[src/design/rse_pkg.sv]
// Shared types, opcode codes and helper functions for the RISC subset execute unit.
package rse_pkg;

    localparam int unsigned MEM_WORDS_DEF = 4096;

    // Status codes
    localparam logic [1:0] ST_OK       = 2'd0;
    localparam logic [1:0] ST_BAD_OP   = 2'd1;
    localparam logic [1:0] ST_BAD_ADDR = 2'd2;

    // Request kinds
    localparam logic KIND_PRELOAD = 1'b0;
    localparam logic KIND_EXECUTE = 1'b1;

    typedef enum logic [5:0] {
        OP_HALT  = 6'h00,
        OP_LD_RR = 6'h04,
        OP_LD_RI = 6'h05,
        OP_ST    = 6'h07,
        OP_BNE   = 6'h14,
        OP_BNE_L = 6'h15,
        OP_BEQ   = 6'h16,
        OP_BEQ_L = 6'h17,
        OP_BR    = 6'h1a,
        OP_BCS   = 6'h1c,
        OP_BCC   = 6'h1e,
        OP_ADDS  = 6'h24,
        OP_ADDI  = 6'h25,
        OP_SUBS  = 6'h26,
        OP_SUBI  = 6'h27,
        OP_SHL   = 6'h28,
        OP_SHLI  = 6'h29,
        OP_SHR   = 6'h2a,
        OP_SHRI  = 6'h2b,
        OP_SRA   = 6'h2e,
        OP_SRAI  = 6'h2f
    } op_t;

    typedef struct packed {
        logic        opcode;
        logic [31:0] instr_word;
        logic [31:0] instr_addr;
        logic [11:0] preload_index;
        logic [31:0] preload_data;
    } in_t;

    typedef struct packed {
        logic [1:0]  status;
        logic [31:0] next_pc;
        logic        halted;
        logic        branch_seen;
        logic        branch_taken;
        logic        mem_read;
        logic        mem_write;
        logic        reg_write;
        logic [4:0]  wb_dest;
        logic [31:0] reg_value;
        logic        cc_flag;
    } out_t;

    // Execute stage result handed to the pipeline control
    typedef struct packed {
        out_t        res;
        logic [29:0] mem_word;
    } exe_t;

    function automatic logic [31:0] sext16(input logic [15:0] x);
        return {{16{x[15]}}, x};
    endfunction

    function automatic logic [31:0] sext26(input logic [25:0] x);
        return {{6{x[25]}}, x};
    endfunction

endpackage

[src/design/rse_exec.sv]
// Execute logic: decode, ALU, shifter, branch target and data address check.
module rse_exec import rse_pkg::*; #(
    parameter int unsigned MEM_WORDS = MEM_WORDS_DEF
) (
    input  logic [31:0] instr_word,
    input  logic [31:0] instr_addr,
    input  logic [31:0] op_a,
    input  logic [31:0] op_b,
    input  logic        cc_in,
    output exe_t        exe
);

    op_t         op;
    logic [4:0]  d;
    logic [4:0]  s1;
    logic [15:0] imm;
    logic [15:0] off;
    logic [31:0] imm_s;
    logic [31:0] off_s;
    logic [31:0] long_s;
    logic [31:0] pc4;
    logic [32:0] sum_rr;
    logic [32:0] sum_ri;
    logic [31:0] sh_amt;
    logic        sh_big;
    logic [31:0] shl_res;
    logic [31:0] shr_res;
    logic [31:0] sra_res;
    logic [31:0] tgt16;
    logic [31:0] tgt26;
    logic [31:0] ea;
    logic        in_range;
    logic        cond;
    logic        wr;
    logic [31:0] res;

    // Field extraction and shared datapath
    assign op     = op_t'(instr_word[31:26]);
    assign d      = instr_word[20:16];
    assign s1     = instr_word[15:11];
    assign imm    = instr_word[15:0];
    assign off    = {instr_word[20:16], instr_word[10:0]};
    assign imm_s  = sext16(imm);
    assign off_s  = sext16(off);
    assign long_s = sext26(instr_word[25:0]);
    assign pc4    = instr_addr + 32'd4;
    assign sum_rr = {op_a[31], op_a} + {op_b[31], op_b};
    assign sum_ri = {op_b[31], op_b} + {imm_s[31], imm_s};
    assign tgt16  = pc4 + {off_s[29:0], 2'b00};
    assign tgt26  = pc4 + {long_s[29:0], 2'b00};

    // Shifter: register or immediate amount, saturating at 32
    always_comb begin
        if (op == OP_SHL || op == OP_SHR || op == OP_SRA) begin
            sh_amt = op_a;
        end else begin
            sh_amt = {16'd0, imm};
        end
    end
    assign sh_big  = |sh_amt[31:5];
    assign shl_res = sh_big ? 32'd0 : (op_b << sh_amt[4:0]);
    assign shr_res = sh_big ? 32'd0 : (op_b >> sh_amt[4:0]);
    assign sra_res = sh_big ? {32{op_b[31]}} : $unsigned($signed(op_b) >>> sh_amt[4:0]);

    // Effective address: register pair, register plus immediate, or register plus offset
    assign ea = (op == OP_LD_RR) ? (op_a + op_b) :
                ((op == OP_LD_RI) ? (op_b + imm_s) : (op_b + off_s));

    assign in_range = {2'b00, ea[31:2]} < 32'(MEM_WORDS);

    // Decode and execute
    always_comb begin
        exe          = '0;
        exe.res.next_pc = pc4;
        exe.res.cc_flag = cc_in;
        cond = 1'b0;
        wr   = 1'b0;
        res  = 32'd0;
        unique case (op) inside
            OP_HALT:  exe.res.halted = 1'b1;
            OP_LD_RR: exe.res.mem_read = 1'b1;
            OP_LD_RI: exe.res.mem_read = 1'b1;
            OP_ST:    exe.res.mem_write = 1'b1;
            OP_BNE:   begin exe.res.branch_seen = 1'b1; cond = op_a != op_b; end
            OP_BNE_L: begin exe.res.branch_seen = 1'b1; cond = {27'd0, s1} != op_b; end
            OP_BEQ:   begin exe.res.branch_seen = 1'b1; cond = op_a == op_b; end
            OP_BEQ_L: begin exe.res.branch_seen = 1'b1; cond = {27'd0, s1} == op_b; end
            OP_BR:    begin exe.res.branch_seen = 1'b1; cond = 1'b1; end
            OP_BCS:   begin exe.res.branch_seen = 1'b1; cond = cc_in; end
            OP_BCC:   begin exe.res.branch_seen = 1'b1; cond = !cc_in; end
            OP_ADDS: begin
                res = sum_rr[31:0]; wr = 1'b1; exe.res.cc_flag = sum_rr[32];
            end
            OP_ADDI: begin
                res = sum_ri[31:0]; wr = 1'b1; exe.res.cc_flag = sum_ri[32];
            end
            OP_SUBS: begin
                res = op_a - op_b; wr = 1'b1;
                exe.res.cc_flag = $signed(op_b) > $signed(op_a);
            end
            OP_SUBI: begin
                res = {16'd0, imm} - op_b; wr = 1'b1;
                exe.res.cc_flag = $signed({op_b[31], op_b}) > $signed({17'd0, imm});
            end
            OP_SHL, OP_SHLI: begin res = shl_res; wr = 1'b1; end
            OP_SHR, OP_SHRI: begin res = shr_res; wr = 1'b1; end
            OP_SRA, OP_SRAI: begin res = sra_res; wr = 1'b1; end
            default: exe.res.status = ST_BAD_OP;
        endcase

        // Take the branch: short displacement for compares, long otherwise
        if (exe.res.branch_seen && cond) begin
            exe.res.branch_taken = 1'b1;
            if (op == OP_BR || op == OP_BCS || op == OP_BCC) begin
                exe.res.next_pc = tgt26;
            end else begin
                exe.res.next_pc = tgt16;
            end
        end

        // Drop memory access outside the data memory
        if (exe.res.mem_read || exe.res.mem_write) begin
            if (!in_range) begin
                exe.res.status    = ST_BAD_ADDR;
                exe.res.mem_read  = 1'b0;
                exe.res.mem_write = 1'b0;
            end else if (exe.res.mem_read) begin
                wr = 1'b1;
            end
        end

        // Discard writes to r0; load data is filled in later
        if (wr && d != 5'd0) begin
            exe.res.reg_write = 1'b1;
            exe.res.wb_dest   = d;
            exe.res.reg_value = res;
        end
        exe.mem_word = ea[31:2];
    end

endmodule

[config.mk]
export PLATFORM = sky130hd
export DESIGN_NAME = rse_exec
export DESIGN_NICKNAME = d
export VERILOG_FILES = /design/src/design/rse_pkg.sv /design/src/design/rse_exec.sv
export SDC_FILE = /design/constraint.sdc
export NUM_CORES = 1
export LEC_CHECK = 0
export ABC_AREA = 1
export BUFFER_PORTS_ARGS = -buffer_cell sky130_fd_sc_hd__buf_2
export CAP_MARGIN = 20
export CORE_ASPECT_RATIO = 1.5
export CORE_MARGIN = 3
export CORE_UTILIZATION = 30
export DETAILED_ROUTE_END_ITERATION = 6
export PLACE_DENSITY = 0.57
export SYNTH_ARGS = -nofsm -noshare
export SYNTH_HDL_FRONTEND = slang
export SYNTH_SLANG_ARGS = --single-unit
[constraint.sdc]
create_clock -name vclk -period 6.65
set_input_delay 1.33 -clock vclk [all_inputs]
set_output_delay 1.33 -clock vclk [all_outputs]
set_load 0.02 [all_outputs]
==> results of run 1 <==
-- kinds of logic after synthesis --
family / after synthesis / share of synthesized area
mux: 10 / 0.00547
xor+xnor: 66 / 0.0316
simple gates: 1794 / 0.416
compound gates: 827 / 0.254
buf+inv: 638 / 0.137
fa+ha+maj: 225 / 0.156
-- cell type report --
class                           instances  area share
Tap cell                              784      0.0464
Antenna cell                            1    0.000118
Inverter                              524      0.0932
Multi-Input combinational cell       2923       0.759
Timing Repair Buffer                  355       0.102
-- metal layers --
| metal | vias up | global-route usage |
|---|---|---|
| met5 | - | 0 |
| met4 | 0 | 0.280 |
| met3 | 519 | 0.0424 |
| met2 | 1443 | 0.557 |
| met1 | 11795 | 0.341 |
| li1 | 12289 | - |
-- synthesized netlist by cell type (16+ instances only) --
cell and number:
o21ai_1 33, o21bai_1 30, a31oi_1 18, o21ai_0 307, nand4_1 53, nand3_1 315
o211ai_1 16, clkbuf_1 60, nor4_1 25, buf_2 34, a21oi_1 303, nor2_1 359
nor3_1 52, a21o_1 18, xor2_1 51, or2_2 17, nand2_1 922, ha_1 220
inv_1 514
-- what timing repair did --
item	CTS	global route
gates cloned	0	1
pin swaps	0	6
setup endpoints to repair	6	17
gates resized for setup	2	61
setup buffers	0	9
-- per-stage QoR --
step	utilization	TNS (ns)	hold slack, ns	setup WS, ns
2_1_floorplan	-	0	2.75	0.625
3_3_place_gp	0.346	0	2.66	0.0332
3_5_place_dp	0.346	-0.207	2.66	-0.0499
4_1_cts	0.346	0	2.66	0.00378
5_1_grt	0.352	-0.0952	2.66	-0.0351
6_report	0.352	0	2.66	0.269
-- path summary, 6_finish.rpt --
path | from | end | slack (ns) | cells after the start
max | instr_word[2] | exe[44] | 0.27 | 17
min | instr_addr[0] | exe[74] | 2.66 | 0
==> summary.txt, run 1 <==
Timing
  – Final period util: 0.960
  – Final min period: 6.38 ns
  – Final hold viol count: 0
  – Fmax: 157 MHz
  – Max Transition Viols Final: 0
  – RSZ-0062 raised after global routing: yes
  – Relative slew slack: 0.410
  – Final Setup Violations: 0
  – Least-Margin Pin Slew: 0.885 ns

Worst setup path
  – Crit-path leading delay family: compound AO/OA/AOI/OAI gates
  – Worst-path cell chain: buf_2, inv_1, ha_1, inv_1, a21oi_1, nand2_1, a21oi_1, inv_1, a21oi_1, inv_1, nor2_1, o21ai_0, a21oi_1, o21ai_0, nor2_1, a21oi_1, buf_2
  – Most frequent CP cell: a21oi_1
  – Worst path bufs/invs: 6
  – CP max stage cell: a21oi_1
  – Critical Path AT: 5.05 ns
  – Slowest stage delay, CP: between 0.4 and 0.5 ns
  – Critical Path Start Type: primary input
  – Crit path required time: 5.32 ns
  – CP endpoint kind: primary output
  – Max FO, Critical Path: 6
  – Worst Setup Path Type: in -> out

Die
  – Core footprint: around 60000 µm²
  – Die area: between 60000 and 70000 µm²
  – Ports: 237
  – DIE WIDTH: 208 µm
  – Chip Height: 308 µm
  – Initial core utilization: 0.304
  – FP Rows: 110

Run status
  – Failing checks: DRC
  – Status: finished with violations

Global route
  – Initial antenna violation count: 2
  – Vias in the first global route: approximately 25000
  – Global-route wire length before repair: ~160 mm
  – GRT Util Overall: 0.321
  – Global route total overflow: 0
  – Largest net degree at the start of global routing: 85

Logic synthesis
  – Post-synthesis cell type count: 65
  – Sequential area share after synthesis: 0
  – Area fraction of the dominant cell type after synthesis: 0.189
  – Yosys Warn Count: 0
  – Syn Area/Cell: 5.14 µm²
  – Synth Net Count: 3914
  – Area contributors post-synth: nand2_1 19%, ha_1 15%, inv_1 11%
  – Post-Synthesis Cell Area: approximately 18000 µm²
  – Synth area leader: nand2_1
  – Post-Syn Instances: ~3600

Layout
  – Non-Filler Instances: around 4600
  – Layout clock buffer count: 0
  – Design area: 21200 µm²
  – Seq cells: 0
  – Layout cells sized above 1: 0.124
  – Area of the multi-input gates: 16100 µm²
  – Filler cells: between 7000 and 8000
  – Register area: 0 µm²
  – Synth-to-Final Area Change: 15.7%
  – Commonest non-fill, non-tap cells in the layout: 919 x nand2_1, 514 x inv_1, 348 x nor2_1, 313 x nand3_1, 301 x o21ai_0
  – Most common cell after layout, fill and taps aside: nand2_1
  – Layout Nets: approximately 4200

Detailed routing
  – DR DRC count: 1
  – WL met3: 8.24 mm
  – Uppermost layer routed: met4
  – Drt wl/cell: 23.9 µm
  – Wirelength, routed: 110 mm
  – Vias: 26046
  – DRT met1 WL: 38.2 mm
  – DR vias/cell: about 5.7
  – Routed met2 length: 50.6 mm
  – Drt pass-1 iters: 7
  – 1st-iter DRT viols: 2482
  – Antenna viol nets, final: 0

Worst hold path
  – Worst min-delay path class: in -> out

Placement
  – Detailed Place HPWL: around 92 mm
  – Placed cell area: ~21000 µm²
  – Port Buf Inserts: approximately 230
  – Routability Congestion: 1.12
  – Placed Cells: 4576

Flow run
  – MaxCap Viol Count: 0

Clock tree
  – Hold bufs inserted after CTS: 0
==> run 2, diff against run 1 <==
--- a/config.mk
+++ b/config.mk
@@ -9,10 +9,10 @@
 export BUFFER_PORTS_ARGS = -buffer_cell sky130_fd_sc_hd__buf_2
 export CAP_MARGIN = 20
 export CORE_ASPECT_RATIO = 1.5
-export CORE_MARGIN = 3
 export CORE_UTILIZATION = 30
 export DETAILED_ROUTE_END_ITERATION = 6
 export PLACE_DENSITY = 0.57
+export REMOVE_ABC_BUFFERS = 1
 export SYNTH_ARGS = -nofsm -noshare
 export SYNTH_HDL_FRONTEND = slang
 export SYNTH_SLANG_ARGS = --single-unit
==> summary.txt, run 2 (synthesis gave the netlist of run 1 again) <==
Detailed routing
  – DR vias/cell: 5.60
  – Vias: roughly 26000
  – Antenna viol nets, final: 0
  – WL met3: ~7.0 mm
  – Drt pass-1 iters: 6
  – DR DRC count: 0
  – 1st-iter DRT viols: approximately 2300
  – Drt wl/cell: 24.5 µm
  – Routed met2 length: 52.2 mm
  – DRT met1 WL: 39.6 mm
  – Wirelength, routed: 113 mm
  – Uppermost layer routed: met5

Die
  – Chip Height: 304 µm
  – Initial core utilization: 0.304
  – Ports: 237
  – FP Rows: 110
  – DIE WIDTH: just over 200 µm
  – Die area: 62000 µm²
  – Core footprint: 60100 µm²

Power and ir drop
  – Maximum VDD drop: 0.0615 mV
  – PD cells: 93.3 nW/µm²
  – Leak pwr: 11.3 nW
  – Total Power: 1.98 mW

Global route
  – Vias in the first global route: 24835
  – Initial antenna violation count: 5
  – Global route total overflow: 0
  – GRT Util Overall: 0.352
  – Global-route wire length before repair: around 160 mm
  – Largest net degree at the start of global routing: 85

Placement
  – Placed cell area: 21000 µm²
  – Routability Congestion: 1.05
  – Detailed Place HPWL: 95.6 mm
  – Port Buf Inserts: around 230

Timing
  – Max Transition Viols Final: 0
  – Least-Margin Pin Slew: between 0.9 and 1 ns
  – Final Setup Violations: 0
  – Fmax: 155 MHz
  – Fin Setup TNS: 0 ns
  – Final hold viol count: 0
  – Final period util: 0.969
  – Relative slew slack: 0.351
  – Final min period: 6.45 ns

Layout
  – Filler cells: 7029
  – Seq cells: 0
  – Design area: 21300 µm²
  – Util after Layout: 0.353
  – Commonest non-fill, non-tap cells in the layout: 920 x nand2_1, 514 x inv_1, 351 x nor2_1, 314 x nand3_1, 303 x o21ai_0
  – Most common cell after layout, fill and taps aside: nand2_1
  – Register area: 0 µm²
  – Synth-to-Final Area Change: 16.2%
  – Layout Nets: 4182
  – Layout cells sized above 1: 0.127
  – Layout clock buffer count: 0

Run status
  – Status: complete, no violations

Worst setup path
  – Max FO, Critical Path: 5
  – Crit path required time: 5.32 ns
  – Critical Path Start Type: primary input
  – CP endpoint kind: primary output
  – Critical Path AT: 5.12 ns
  – Worst Setup Path Type: in -> out

Flow run
  – MaxCap Viol Count: 0

Worst hold path
  – Worst min-delay path class: in -> out
## run 2: changes by cell type in the layout (fill, tap and decap cells not counted), moves of 2 or more
cell / change
nor2_1: +3
a21boi_0: +2
nor2_4: -2
buf_2: +3
a21oi_2: -2
o21ai_0: +2
o21ai_1: -2
nand3_4: -2
diode_2: +2
ha_4: -3
ha_1: +2
buf_4: +21
## run 2: per-layer routing
layer	vias to the layer above	GRT usage
li1	12339	-
met3	466	0.0414
met5	-	0
met4	2	0.358
met1	11744	0.368
met2	1281	0.595
## run 2: path summary, 6_finish.rpt
check	from	end	slack, ns	depth (start not counted)
worst min-delay path	instr_addr[0]	exe[74]	2.66	0
worst max-delay path	instr_word[0]	exe[45]	0.20	18
## run 2: worst max-delay path, stage by stage
cell,delay (ns)
buf_2,0.21
inv_1,0.18
ha_1,0.25
inv_1,0.27
fa_1,0.28
inv_1,0.07
o21ai_1,0.31
a21oi_1,0.18
o21a_1,0.25
o21ai_0,0.44
nand2_1,0.17
a21oi_1,0.17
nor2_1,0.06
nor2_1,0.32
o21ai_0,0.18
nor2_1,0.20
nor2_1,0.06
buf_2,0.16
## run 2: metrics by stage
step                      instances  setup WS [ns]  hold slack (ns)
after floorplan                3446          0.454             2.66
after global placement         4603         0.0439             2.66
after detailed placement       4603         0.0364             2.66
after CTS                      4603         0.0243             2.66
after global routing           4613        -0.0395             2.66
final                          4613          0.205             2.66
## run 2: area by class of cell
cell class / instances / area (µm²) / area share
multi-input cells: 2923 / 16000 / 0.751
inverters: 524 / 1970 / 0.0927
repair buffers: 379 / 2320 / 0.109
diodes: 3 / 7.51 / 0.000353
well taps: 784 / 981 / 0.0461
## run 2: what timing repair did
item	CTS	global route
setup buffers	0	6
endpoints found under the setup margin	0	22
hold buffers	0	0
resized for setup	0	40
hold endpoints to repair	0	0
## run 2: power breakdown
group          switching [mW]  internal (mW)
logic                    1.39          0.593
registers                   0              0
clock network               0   0.0000000603
No activity file was read; power rests on OpenSTA's default activity.
